<file path="config.mk">
export PLATFORM = sky130hd
export DESIGN_NAME = postfix_stack_evaluator_core
export DESIGN_NICKNAME = d
export VERILOG_FILES = /design/src/rtl/core/pse_pkg.sv /design/src/rtl/core/pse_divider.sv /design/src/rtl/core/postfix_stack_evaluator_core.sv
export SDC_FILE = /design/constraint.sdc
export NUM_CORES = 2
export LEC_CHECK = 0
export ABC_AREA = 1
export BUFFER_PORTS_ARGS = -buffer_cell sky130_fd_sc_hd__buf_2
export CAP_MARGIN = 20
export CORE_ASPECT_RATIO = 0.6
export CORE_MARGIN = 4
export CORE_UTILIZATION = 35
export DETAILED_ROUTE_END_ITERATION = 16
export SYNTH_ARGS = -nofsm -noshare
export SYNTH_HDL_FRONTEND = slang
export SYNTH_SLANG_ARGS = --single-unit
</file>
<file path="constraint.sdc">
create_clock -name clk -period 13.6 [get_ports clk]
set_clock_uncertainty 0.05 [all_clocks]
set_input_delay 2.04 -clock clk [delete_from_list [all_inputs] [get_ports clk]]
set_output_delay 2.04 -clock clk [all_outputs]
set_load 0.01 [all_outputs]
</file>
<file path="src/rtl/core/pse_pkg.sv">
// Shared constants and types for the postfix stack evaluator.
`default_nettype none

package pse_pkg;

    localparam int STACK_DEPTH = 64;
    localparam int DATA_WIDTH  = 32;
    localparam int ADDR_W      = $clog2(STACK_DEPTH);
    localparam int SP_W        = $clog2(STACK_DEPTH + 1);
    localparam int KIND_W      = 4;
    localparam int COMMA_W     = 6;

    typedef enum logic [KIND_W-1:0] {
        TK_PUSH = 4'd0,
        TK_ADD  = 4'd1,
        TK_SUB  = 4'd2,
        TK_MUL  = 4'd3,
        TK_DIV  = 4'd4,
        TK_NEG  = 4'd5,
        TK_IF   = 4'd6,
        TK_MIN  = 4'd7,
        TK_MAX  = 4'd8
    } token_t;

    typedef enum logic [1:0] {
        ERR_NONE  = 2'd0,
        ERR_DIV0  = 2'd1,
        ERR_UNDER = 2'd2,
        ERR_OVER  = 2'd3
    } err_t;

    typedef enum logic [2:0] {
        ST_IDLE,
        ST_POP,
        ST_CALC,
        ST_DIV_START,
        ST_DIV_WAIT,
        ST_FINISH,
        ST_REPORT
    } state_t;

endpackage

`default_nettype wire

</file>
<file path="src/rtl/core/pse_divider.sv">
// Iterative signed divider, one quotient bit per cycle, truncating toward zero.
`default_nettype none

module pse_divider
    import pse_pkg::*;
(
    input  wire logic                  clk,
    input  wire logic                  rst_n,
    input  wire logic                  start,
    input  wire logic [DATA_WIDTH-1:0] dividend,
    input  wire logic [DATA_WIDTH-1:0] divisor,
    output logic                       done,
    output logic [DATA_WIDTH-1:0]      quotient
);

    localparam int CNT_W = $clog2(DATA_WIDTH);

    logic                  busy_reg;
    logic                  done_reg;
    logic [CNT_W-1:0]      cnt_reg;
    logic [DATA_WIDTH-1:0] rem_reg;
    logic [DATA_WIDTH-1:0] quo_reg;
    logic [DATA_WIDTH-1:0] dsr_reg;
    logic                  neg_reg;

    logic [DATA_WIDTH:0]   shifted;
    logic [DATA_WIDTH:0]   diff;
    logic                  fits;

    assign shifted = {rem_reg, quo_reg[DATA_WIDTH-1]};
    assign diff    = shifted - {1'b0, dsr_reg};
    assign fits    = ~diff[DATA_WIDTH];

    always_ff @(posedge clk or negedge rst_n)
    begin
        if (!rst_n)
        begin
            busy_reg <= 1'b0;
            done_reg <= 1'b0;
            cnt_reg  <= '0;
        end
        else
        begin
            done_reg <= 1'b0;
            if (start)
            begin
                busy_reg <= 1'b1;
                cnt_reg  <= CNT_W'(DATA_WIDTH - 1);
            end
            else if (busy_reg)
            begin
                cnt_reg <= cnt_reg - 1'b1;
                if (cnt_reg == '0)
                begin
                    busy_reg <= 1'b0;
                    done_reg <= 1'b1;
                end
            end
        end
    end

    always_ff @(posedge clk)
    begin
        if (start)
        begin
            rem_reg <= '0;
            quo_reg <= dividend[DATA_WIDTH-1] ? ('0 - dividend) : dividend;
            dsr_reg <= divisor[DATA_WIDTH-1] ? ('0 - divisor) : divisor;
            neg_reg <= dividend[DATA_WIDTH-1] ^ divisor[DATA_WIDTH-1];
        end
        else if (busy_reg)
        begin
            rem_reg <= fits ? diff[DATA_WIDTH-1:0] : shifted[DATA_WIDTH-1:0];
            quo_reg <= {quo_reg[DATA_WIDTH-2:0], fits};
        end
    end

    assign done     = done_reg;
    assign quotient = neg_reg ? ('0 - quo_reg) : quo_reg;

endmodule

`default_nettype wire

</file>
<file path="src/rtl/core/postfix_stack_evaluator_core.sv">
// Top level: postfix token sequencer, operand stack memory and shared ALU.
// One token is taken per word; in_stall stays high until it is finished.
// A push needs no further steps; an operator pops its N operands, one stack
// memory read per cycle, then writes its result back; divide waits on the
// bit-serial divider instead. A token marked last then reads the top of
// stack and loads the output register, which may then wait on out_stall.
// After any error later tokens are skipped until the last one, which reports
// result 0 with the first error code and clears the stack.
`default_nettype none

module postfix_stack_evaluator_core
    import pse_pkg::*;
(
    input  wire logic                         clk,
    input  wire logic                         rst_n,
    input  wire logic                         in_valid,
    output logic                              in_stall,
    input  wire logic [KIND_W-1:0]            req_type,
    input  wire logic signed [DATA_WIDTH-1:0] value,
    input  wire logic [COMMA_W-1:0]           comma_count,
    input  wire logic                         last_token,
    output logic                              out_valid,
    input  wire logic                         out_stall,
    output logic signed [DATA_WIDTH-1:0]      result,
    output logic [1:0]                        error_code
);

    state_t                state_reg, state_next;
    logic [SP_W-1:0]       sp_reg, sp_next;
    err_t                  err_reg, err_next;

    logic [KIND_W-1:0]     kind_reg;
    logic                  last_reg;
    logic [SP_W-1:0]       need_reg;
    logic [SP_W-1:0]       pop_cnt_reg;
    logic [ADDR_W-1:0]     rd_ptr_reg;
    logic [DATA_WIDTH-1:0] acc_reg;
    logic [DATA_WIDTH-1:0] opa_reg;

    logic                  out_valid_reg;
    logic [DATA_WIDTH-1:0] result_reg;
    err_t                  code_reg;

    logic [DATA_WIDTH-1:0] mem [STACK_DEPTH];
    logic [DATA_WIDTH-1:0] rd_data_reg;

    logic                  accept;
    logic                  out_free;
    logic [SP_W-1:0]       need;
    logic                  is_op;
    logic                  under;
    logic                  full;
    logic                  pop_last;
    logic [SP_W-1:0]       sp_m1;
    logic [SP_W-1:0]       sp_m2;
    logic [ADDR_W-1:0]     rd_addr;
    logic                  wr_en;
    logic [DATA_WIDTH-1:0] wr_data;
    logic [DATA_WIDTH-1:0] alu_out;
    logic [DATA_WIDTH-1:0] cmp_x;
    logic [DATA_WIDTH-1:0] cmp_y;
    logic                  take;
    logic                  div_start;
    logic                  div_done;
    logic [DATA_WIDTH-1:0] div_q;
    err_t                  final_err;

    assign accept   = in_valid && !in_stall;
    assign out_free = !out_valid_reg || !out_stall;
    assign sp_m1    = sp_reg - 1'b1;
    assign sp_m2    = sp_reg - SP_W'(2);
    assign full     = (sp_reg == SP_W'(STACK_DEPTH));
    assign pop_last = (pop_cnt_reg == need_reg - 1'b1);
    assign under    = (sp_reg < need);

    always_comb
    begin
        is_op = 1'b1;
        unique case (req_type)
            TK_NEG:          need = SP_W'(1);
            TK_IF:           need = SP_W'(3);
            TK_MIN, TK_MAX:  need = SP_W'(comma_count) + SP_W'(1);
            TK_ADD, TK_SUB,
            TK_MUL, TK_DIV:  need = SP_W'(2);
            default:
            begin
                need  = '0;
                is_op = 1'b0;
            end
        endcase
    end

    // shared compare: min/max fold, and the if condition on the third operand
    always_comb
    begin
        case (kind_reg)
            TK_MIN:
            begin
                cmp_x = acc_reg;
                cmp_y = rd_data_reg;
            end
            TK_MAX:
            begin
                cmp_x = rd_data_reg;
                cmp_y = acc_reg;
            end
            default:
            begin
                cmp_x = rd_data_reg;
                cmp_y = '0;
            end
        endcase
    end
    assign take = $signed(cmp_x) > $signed(cmp_y);

    always_comb
    begin
        case (kind_reg)
            TK_ADD:  alu_out = opa_reg + acc_reg;
            TK_SUB:  alu_out = opa_reg - acc_reg;
            TK_MUL:  alu_out = opa_reg * acc_reg;
            TK_NEG:  alu_out = '0 - acc_reg;
            default: alu_out = acc_reg;
        endcase
    end

    // next state
    always_comb
    begin
        state_next = state_reg;
        unique case (state_reg)
            ST_IDLE:
            begin
                if (accept)
                begin
                    if (err_reg == ERR_NONE && is_op && !under)
                        state_next = ST_POP;
                    else
                        state_next = last_token ? ST_FINISH : ST_IDLE;
                end
            end
            ST_POP:
            begin
                if (pop_last)
                    state_next = (kind_reg == TK_DIV) ? ST_DIV_START : ST_CALC;
            end
            ST_CALC:
                state_next = last_reg ? ST_FINISH : ST_IDLE;
            ST_DIV_START:
            begin
                if (acc_reg == '0)
                    state_next = last_reg ? ST_FINISH : ST_IDLE;
                else
                    state_next = ST_DIV_WAIT;
            end
            ST_DIV_WAIT:
            begin
                if (div_done)
                    state_next = last_reg ? ST_FINISH : ST_IDLE;
            end
            ST_FINISH:
                state_next = ST_REPORT;
            ST_REPORT:
            begin
                if (out_free)
                    state_next = ST_IDLE;
            end
            default:
                state_next = ST_IDLE;
        endcase
    end

    // control outputs
    always_comb
    begin
        in_stall  = 1'b1;
        wr_en     = 1'b0;
        wr_data   = alu_out;
        div_start = 1'b0;
        rd_addr   = sp_m1[ADDR_W-1:0];
        unique case (state_reg)
            ST_IDLE:
            begin
                in_stall = 1'b0;
                wr_data  = value;
                wr_en    = accept && err_reg == ERR_NONE && req_type == TK_PUSH && !full;
            end
            ST_POP:
                rd_addr = rd_ptr_reg;
            ST_CALC:
                wr_en = 1'b1;
            ST_DIV_START:
                div_start = (acc_reg != '0);
            ST_DIV_WAIT:
            begin
                wr_en   = div_done;
                wr_data = div_q;
            end
            ST_FINISH, ST_REPORT:
                rd_addr = sp_m1[ADDR_W-1:0];
            default:
                in_stall = 1'b1;
        endcase
    end

    assign final_err = (err_reg == ERR_NONE && sp_reg == '0) ? ERR_UNDER : err_reg;

    // stack pointer and sticky error
    always_comb
    begin
        sp_next  = sp_reg;
        err_next = err_reg;
        if (accept && err_reg == ERR_NONE)
        begin
            if (req_type == TK_PUSH)
            begin
                if (full)
                    err_next = ERR_OVER;
                else
                    sp_next = sp_reg + 1'b1;
            end
            else if (is_op)
            begin
                if (under)
                    err_next = ERR_UNDER;
                else
                    sp_next = sp_reg - need;
            end
        end
        if (state_reg == ST_CALC || (state_reg == ST_DIV_WAIT && div_done))
            sp_next = sp_reg + 1'b1;
        if (state_reg == ST_DIV_START && acc_reg == '0)
            err_next = ERR_DIV0;
        if (state_reg == ST_REPORT && out_free)
        begin
            sp_next  = '0;
            err_next = ERR_NONE;
        end
    end

    always_ff @(posedge clk or negedge rst_n)
    begin
        if (!rst_n)
        begin
            state_reg     <= ST_IDLE;
            sp_reg        <= '0;
            err_reg       <= ERR_NONE;
            out_valid_reg <= 1'b0;
        end
        else
        begin
            state_reg <= state_next;
            sp_reg    <= sp_next;
            err_reg   <= err_next;
            if (state_reg == ST_REPORT && out_free)
                out_valid_reg <= 1'b1;
            else if (!out_stall)
                out_valid_reg <= 1'b0;
        end
    end

    always_ff @(posedge clk)
    begin
        if (accept)
        begin
            kind_reg    <= req_type;
            last_reg    <= last_token;
            need_reg    <= need;
            pop_cnt_reg <= '0;
            rd_ptr_reg  <= sp_m2[ADDR_W-1:0];
        end
        if (state_reg == ST_POP)
        begin
            pop_cnt_reg <= pop_cnt_reg + 1'b1;
            rd_ptr_reg  <= rd_ptr_reg - 1'b1;
            if (pop_cnt_reg == '0)
                acc_reg <= rd_data_reg;
            else if (kind_reg == TK_MIN || kind_reg == TK_MAX)
            begin
                if (take)
                    acc_reg <= rd_data_reg;
            end
            else if (pop_cnt_reg == SP_W'(1))
                opa_reg <= rd_data_reg;
            else if (take)
                acc_reg <= opa_reg;
        end
        if (state_reg == ST_REPORT && out_free)
        begin
            code_reg   <= final_err;
            result_reg <= (final_err == ERR_NONE) ? rd_data_reg : '0;
        end
    end

    // operand stack
    always_ff @(posedge clk)
    begin
        if (wr_en)
            mem[sp_reg[ADDR_W-1:0]] <= wr_data;
        rd_data_reg <= mem[rd_addr];
    end

    pse_divider u_div (
        .clk      (clk),
        .rst_n    (rst_n),
        .start    (div_start),
        .dividend (opa_reg),
        .divisor  (acc_reg),
        .done     (div_done),
        .quotient (div_q)
    );

    assign out_valid  = out_valid_reg;
    assign result     = result_reg;
    assign error_code = code_reg;

    a_sp_range: assert property (@(posedge clk) disable iff (!rst_n)
        sp_reg <= SP_W'(STACK_DEPTH))
        else $error("stack pointer beyond depth");

    a_wr_in_range: assert property (@(posedge clk) disable iff (!rst_n)
        wr_en |-> sp_reg < SP_W'(STACK_DEPTH))
        else $error("stack write past the top");

    a_report_clears: assert property (@(posedge clk) disable iff (!rst_n)
        (state_reg == ST_REPORT && out_free) |=>
        (out_valid_reg && sp_reg == '0 && err_reg == ERR_NONE && state_reg == ST_IDLE))
        else $error("report did not clear the stack");

    a_div_nonzero: assert property (@(posedge clk) disable iff (!rst_n)
        div_start |-> (acc_reg != '0 && kind_reg == TK_DIV))
        else $error("divider started with zero divisor");

endmodule

`default_nettype wire
</file>
# Yosys cells after proc, flatten, opt, wreduce, memory -nomap -nowiden
# Memory sizes are Yosys's and may differ from the RTL's. A register that Yosys moved wholly into a read port is not among the register bits.
# Cells that the tools add are included.
[totals] ramBits=2048 ff_bits=240 word_cells=182 n_memories=1 inputBits=47 output_inout_bits=36
[classes] eq_ne=34 n_reduce_logical=42 magnitude_cmp=2 addsub=15 n_bitwise=4 n_mux=62 n_mul=1
[mem_list] memory="mem" depth=64 width=32 read_ports=1 rd_clocked_by_memory_dff=1 wr=1 line="postfix_stack_evaluator_core.sv:44" text="logic [DATA_WIDTH-1:0] mem [STACK_DEPTH];"
[ops] op="32-bit 2-to-1 mux" n=11
[ops] op="32-bit one-hot mux with 2 select lines" n=2
[ops] op="32-bit one-hot mux with 4 select lines" n=1
[ops] op="1-bit by 32-bit subtractor with 32-bit output (first input constant)" n=3
[ops] op="7-bit 2-to-1 mux" n=9
[ops] op="33-bit by 32-bit subtractor with 33-bit output" n=1
[ops] op="32-bit adder" n=1
[ops] op="32-bit > comparator" n=1
[ops] op="32-bit zero test" n=1
[ops] op="32-bit by 32-bit multiplier with 32-bit output" n=1
[ops] op="32-bit nonzero test" n=1
[ops] op="32-bit subtractor" n=1
[ops] op="31-bit 2-to-1 mux" n=1
[ops] op="4-bit by 3-bit equality test with 1-bit output (second input constant)" n=7
[ops] op="7-bit one-hot mux with 4 select lines" n=1
[ops] op="3-bit 2-to-1 mux" n=8
[ops] op="3-bit one-hot mux with 7 select lines" n=1
[ops] op="4-bit AND reduction" n=5
[ops] op="6-bit 2-to-1 mux" n=3
[ops] op="4-bit by 2-bit equality test with 1-bit output (second input constant)" n=4
[ops] op="2-bit 2-to-1 mux" n=8
[ops] op="7-bit by 1-bit adder with 7-bit output (second input constant)" n=2
[ops] op="7-bit zero test" n=2
[ops] op="1-bit 2-to-1 mux" n=14
[ops] op="other kinds (37)" n=71

# Logic depth before layout (Yosys ltp)
[depth] ltp_word=10 ltp_mapped=36 mapped_depth_nobuf=34

# Hierarchy
# Synthesis repeated with hierarchy kept, for this count alone.
[hier_totals] hier_cells=11487 hier_area_um2=119275.6
[by_module_without_submodules] mod="postfix_stack_evaluator_core" cells_each=10051 seq_area_each_um2=66158.5 area_each_um2=109970.5 instances=1
[by_module_without_submodules] mod="pse_divider" cells_each=1436 seq_area_each_um2=2767.7 area_each_um2=9305.2 instances=1

# Worst setup path after synthesis
# OpenSTA, ideal clock, no wires.
[synth_path] path_type="reg2reg" startpoint="reg acc_reg[8]" endpoint="mem mem[0][20], data pin" n_path_buf=2 stages_incl_launch_ff=27 period_less_slack_ns=9.589 t_arrival_ns=8.837 setup_ns=0.702 setup_slack_ns=4.011 required_ns=12.848 cell_sequence="edfxtp_1 clkbuf_1 buf_1 nand2_1 fa_1 inv_1 fa_1 fa_1 inv_1 fa_1 inv_1 fa_1 inv_1 fa_1 inv_1 fa_1 fa_1 ha_1 nand2_1 nor3_1 nand4_1 nand3_1 or2_2 nand3_1 o211ai_1 a21oi_1 o21ai_0"
[synth_between] elab_chain_len=3 word_cells_on_any_way=6 cone_classes="add/sub (3); mul (1); mux (2)"
[synth_rtl] item="start, declared" line="postfix_stack_evaluator_core.sv:37" text="logic [DATA_WIDTH-1:0] acc_reg;"
[synth_rtl] item="start signal, assigned" line="postfix_stack_evaluator_core.sv:277" text="acc_reg <= rd_data_reg;"
[synth_rtl] item="start signal, assigned" line="postfix_stack_evaluator_core.sv:281" text="acc_reg <= rd_data_reg;"
[synth_rtl] item="start signal, assigned" line="postfix_stack_evaluator_core.sv:286" text="acc_reg <= opa_reg;"
[synth_rtl] item="32-bit by 32-bit multiplier with 32-bit output, or another cell as far along" line="postfix_stack_evaluator_core.sv:121" text="TK_MUL: alu_out = opa_reg * acc_reg;"
[synth_rtl] item="32-bit one-hot mux with 4 select lines (*)" line="postfix_stack_evaluator_core.sv:118" text="case (kind_reg)"
[synth_rtl] item="32-bit one-hot mux with 2 select lines (*)" line="postfix_stack_evaluator_core.sv:181" text="unique case (state_reg)"
[synth_rtl] item="via wr_data[20]" line="postfix_stack_evaluator_core.sv:58" text="logic [DATA_WIDTH-1:0] wr_data;"
[synth_rtl] item="end, declared" line="postfix_stack_evaluator_core.sv:44"
# Mark *: on every way through the listed nets, which the timed path passes. The rest lies on a longest branch.

# Worst setup path after layout
[layout_path] startpoint="reg opa_reg[16]" endpoint="mem mem[27][24], data pin"
[layout_between] elab_chain_len=3 word_cells_on_any_way=5 cone_classes="add/sub (2); mul (1); mux (2)"
[layout_rtl] item="start, declared" line="postfix_stack_evaluator_core.sv:38" text="logic [DATA_WIDTH-1:0] opa_reg;"
[layout_rtl] item="start signal, assigned" line="postfix_stack_evaluator_core.sv:284" text="opa_reg <= rd_data_reg;"
[layout_rtl] item="32-bit by 32-bit multiplier with 32-bit output, or another cell as far along" line="postfix_stack_evaluator_core.sv:121"
[layout_rtl] item="32-bit one-hot mux with 4 select lines (*)" line="postfix_stack_evaluator_core.sv:118"
[layout_rtl] item="32-bit one-hot mux with 2 select lines (*)" line="postfix_stack_evaluator_core.sv:181"
[layout_rtl] item="via wr_data[24]" line="postfix_stack_evaluator_core.sv:58"
# Marked as above.

==> impl_metrics.yaml <==
run_status:
  status: "finished, final reports clean"
synthesis:
  synth.largest_area_cell: "edfxtp_1"
  synth_warnings: 0
  yosysSeqAreaShare: 0.592
  syn-cell-area_um2: 116000
  ys_top_cells_by_count: "edfxtp_1 (2236), nor2_1 (1376), nand2_1 (1372)"
  ys_ff_latch: 2320
  yosys.cell_count.top_type: "edfxtp_1"
  ys_types: 63
  synth_top_cell_area_share: 0.577
  syn-num-nets: 11450
  yosys-top-cells-area: "edfxtp_1 (58%), fa_1 (7.1%), o21ai_0 (5.6%)"
  synth-async-reset-ratio: 0.00862
  syn_avg_cell_area_um2: 10.8
  synthCells: 10747
  ys.flop_type: "edfxtp_1"
  synth_edf_count: 2236
global_route:
  grt_pass1_wl_um: 570000
  grt_overflow: 0
  grt_max_degree: 217
  antenna_found_initial: 37
  grt_pass1_vias: 77266
  track_usage: 0.226
timing:
  fmax_ghz: 0.109
  hold_viol_final: 0
  tightest_slew_ns: 1.36
  tns_ns: 0
  slew_headroom: 0.0869
  period_share: 0.675
  grt_setup_unrepaired: "false"
  final.min_clock_period_ns: 9.18
  finalSetupViolCount: 0
  drv_slew: 0
worst_setup_path:
  cp_common_cell: "fa_1"
  cp.required_ns: 14.10
  critPathMaxStageDelay_ns: 0.99
  cp-start-kind: "register"
  path_max_fanout: 64
  path_class: "register to register"
  critical_path.top_delay_family: "adder cells"
  critPathCaptureType: "register"
  cp_slowest_cell: "edfxtp_1"
  timing.critical_path.buf_inv: 7
  worstPathArrival_ns: 9.68
clock_network:
  clk_path_buf_depth: 4
  clk_pin_slew_ns: 0.07
  cts_tree: "done"
  cts_resized: 0
  htreeDepth: 4
  numCtsBuffers: 209
  ctsHoldBuffers: 0
  cts_root_buf: "clkbuf_16"
  post_cts_buffers: 0
  clk_latency_ns: 0.91
  cts.sinks: 2320
die:
  die_h_um: 455
  dieArea_um2: 342000
  die_x_um: 753
  initial_core_util: 0.353
  core-area_um2: 330000
  ios: 83
  num_rows: 163
place:
  io_buffer_count: 82
  post-dp-hpwl_um: 248000
  gp_congestion: 1.07
route:
  wire_per_inst_um: 26.3
  drt_iter0_drc: 13025
  routed_wl_um: 398000
  drt-vias-per-instance: 5.60
  ant_nets: 0
  first_pass_iters: 9
  num_vias: 84921
  drc: 0
cells_and_area:
  layout-drive-gt1-share: 0.0715
  fillers: 31756
  finalNetCount: 11331
  synthToLayoutAreaGrowth_pct: 10.9
  largest_register_ff_count: 2048
run:
  max-cap-violations: 0
min_path:
  min_path_type: "register to register"
## per-layer routing
metal / track usage / wire (um) / vias to the layer above
met4: 0.0446 / 8440 / 12
met2: 0.277 / 145000 / 5126
met1: 0.355 / 182000 / 41980
met3: 0.0993 / 62500 / 522
li1: - / - / 37281
met5: 0.00626 / 353 / -
## logic make-up (layout without fill, tap and decap cells)
| family | after synthesis | count (layout) | synth area share |
|---|---|---|---|
| adder cells (fa/ha/maj) | 656 | 656 | 0.0970 |
| buffers and inverters | 1826 | 1869 | 0.0604 |
| other | 0 | 9 | 0 |
| XOR/XNOR | 119 | 119 | 0.00895 |
| AND/OR/NAND/NOR | 3331 | 3331 | 0.115 |
| AO/OA/AOI/OAI | 2495 | 2495 | 0.127 |
| flip-flops | 2320 | 2320 | 0.592 |
## placed cells by master, fill, tap and decap left out, drive strengths merged, types with 35 or more instances in the layout
cell type,n
o211ai,208
nor3,67
clkinv,75
ha,245
dfxtp,64
o221ai,298
nand3,419
nand2,1373
nor2,1382
buf,330
fa,411
xnor2,35
a21oi,197
inv,1174
o21ai,1434
o22ai,261
xor2,84
edfxtp,2236
clkbuf,268
## metrics by stage
step | setup WS, ns | util | hold WS, ns | cell area, um^2 | cells
after floorplan | 4.01 | - | 0.358 | 116000 | 10747
after global placement | 4.33 | 0.371 | 0.377 | 122000 | 14780
after detailed placement | 4.82 | 0.371 | 0.383 | 122000 | 14783
after CTS | 4.77 | 0.391 | 0.398 | 129000 | 15156
after global routing | 4.29 | 0.391 | 0.409 | 129000 | 15164
final | 4.42 | 0.391 | 0.392 | 129000 | 15171
## final timing paths
path                            slack [ns]  depth (start not counted)           end            start
worst min register to register        0.39                          0   opa_reg[26]  rd_data_reg[26]
worst min-delay path                  0.39                          0   opa_reg[26]  rd_data_reg[26]
max in group asynchronous            12.03                          1  state_reg[1]            rst_n
worst max register to register        4.42                         26   mem[27][24]      opa_reg[16]
worst max-delay path                  4.42                         26   mem[27][24]      opa_reg[16]
min in group asynchronous             1.08                          1     sp_reg[0]            rst_n
## final cells by class
class                      count  area [um^2]  area share
clock inverter               106          997     0.00772
antenna                        9         22.5    0.000174
timing repair buffer         331         2420      0.0188
inverter                    1165         4410      0.0342
sequential                  2320        68900       0.534
tap                         4372         5470      0.0424
clock buffer                 267         5590      0.0433
multi-input combinational   6601        41300       0.320
Power is not shown: default switching activity piles up to over one toggle a cycle in this logic, so the estimate is an artifact.
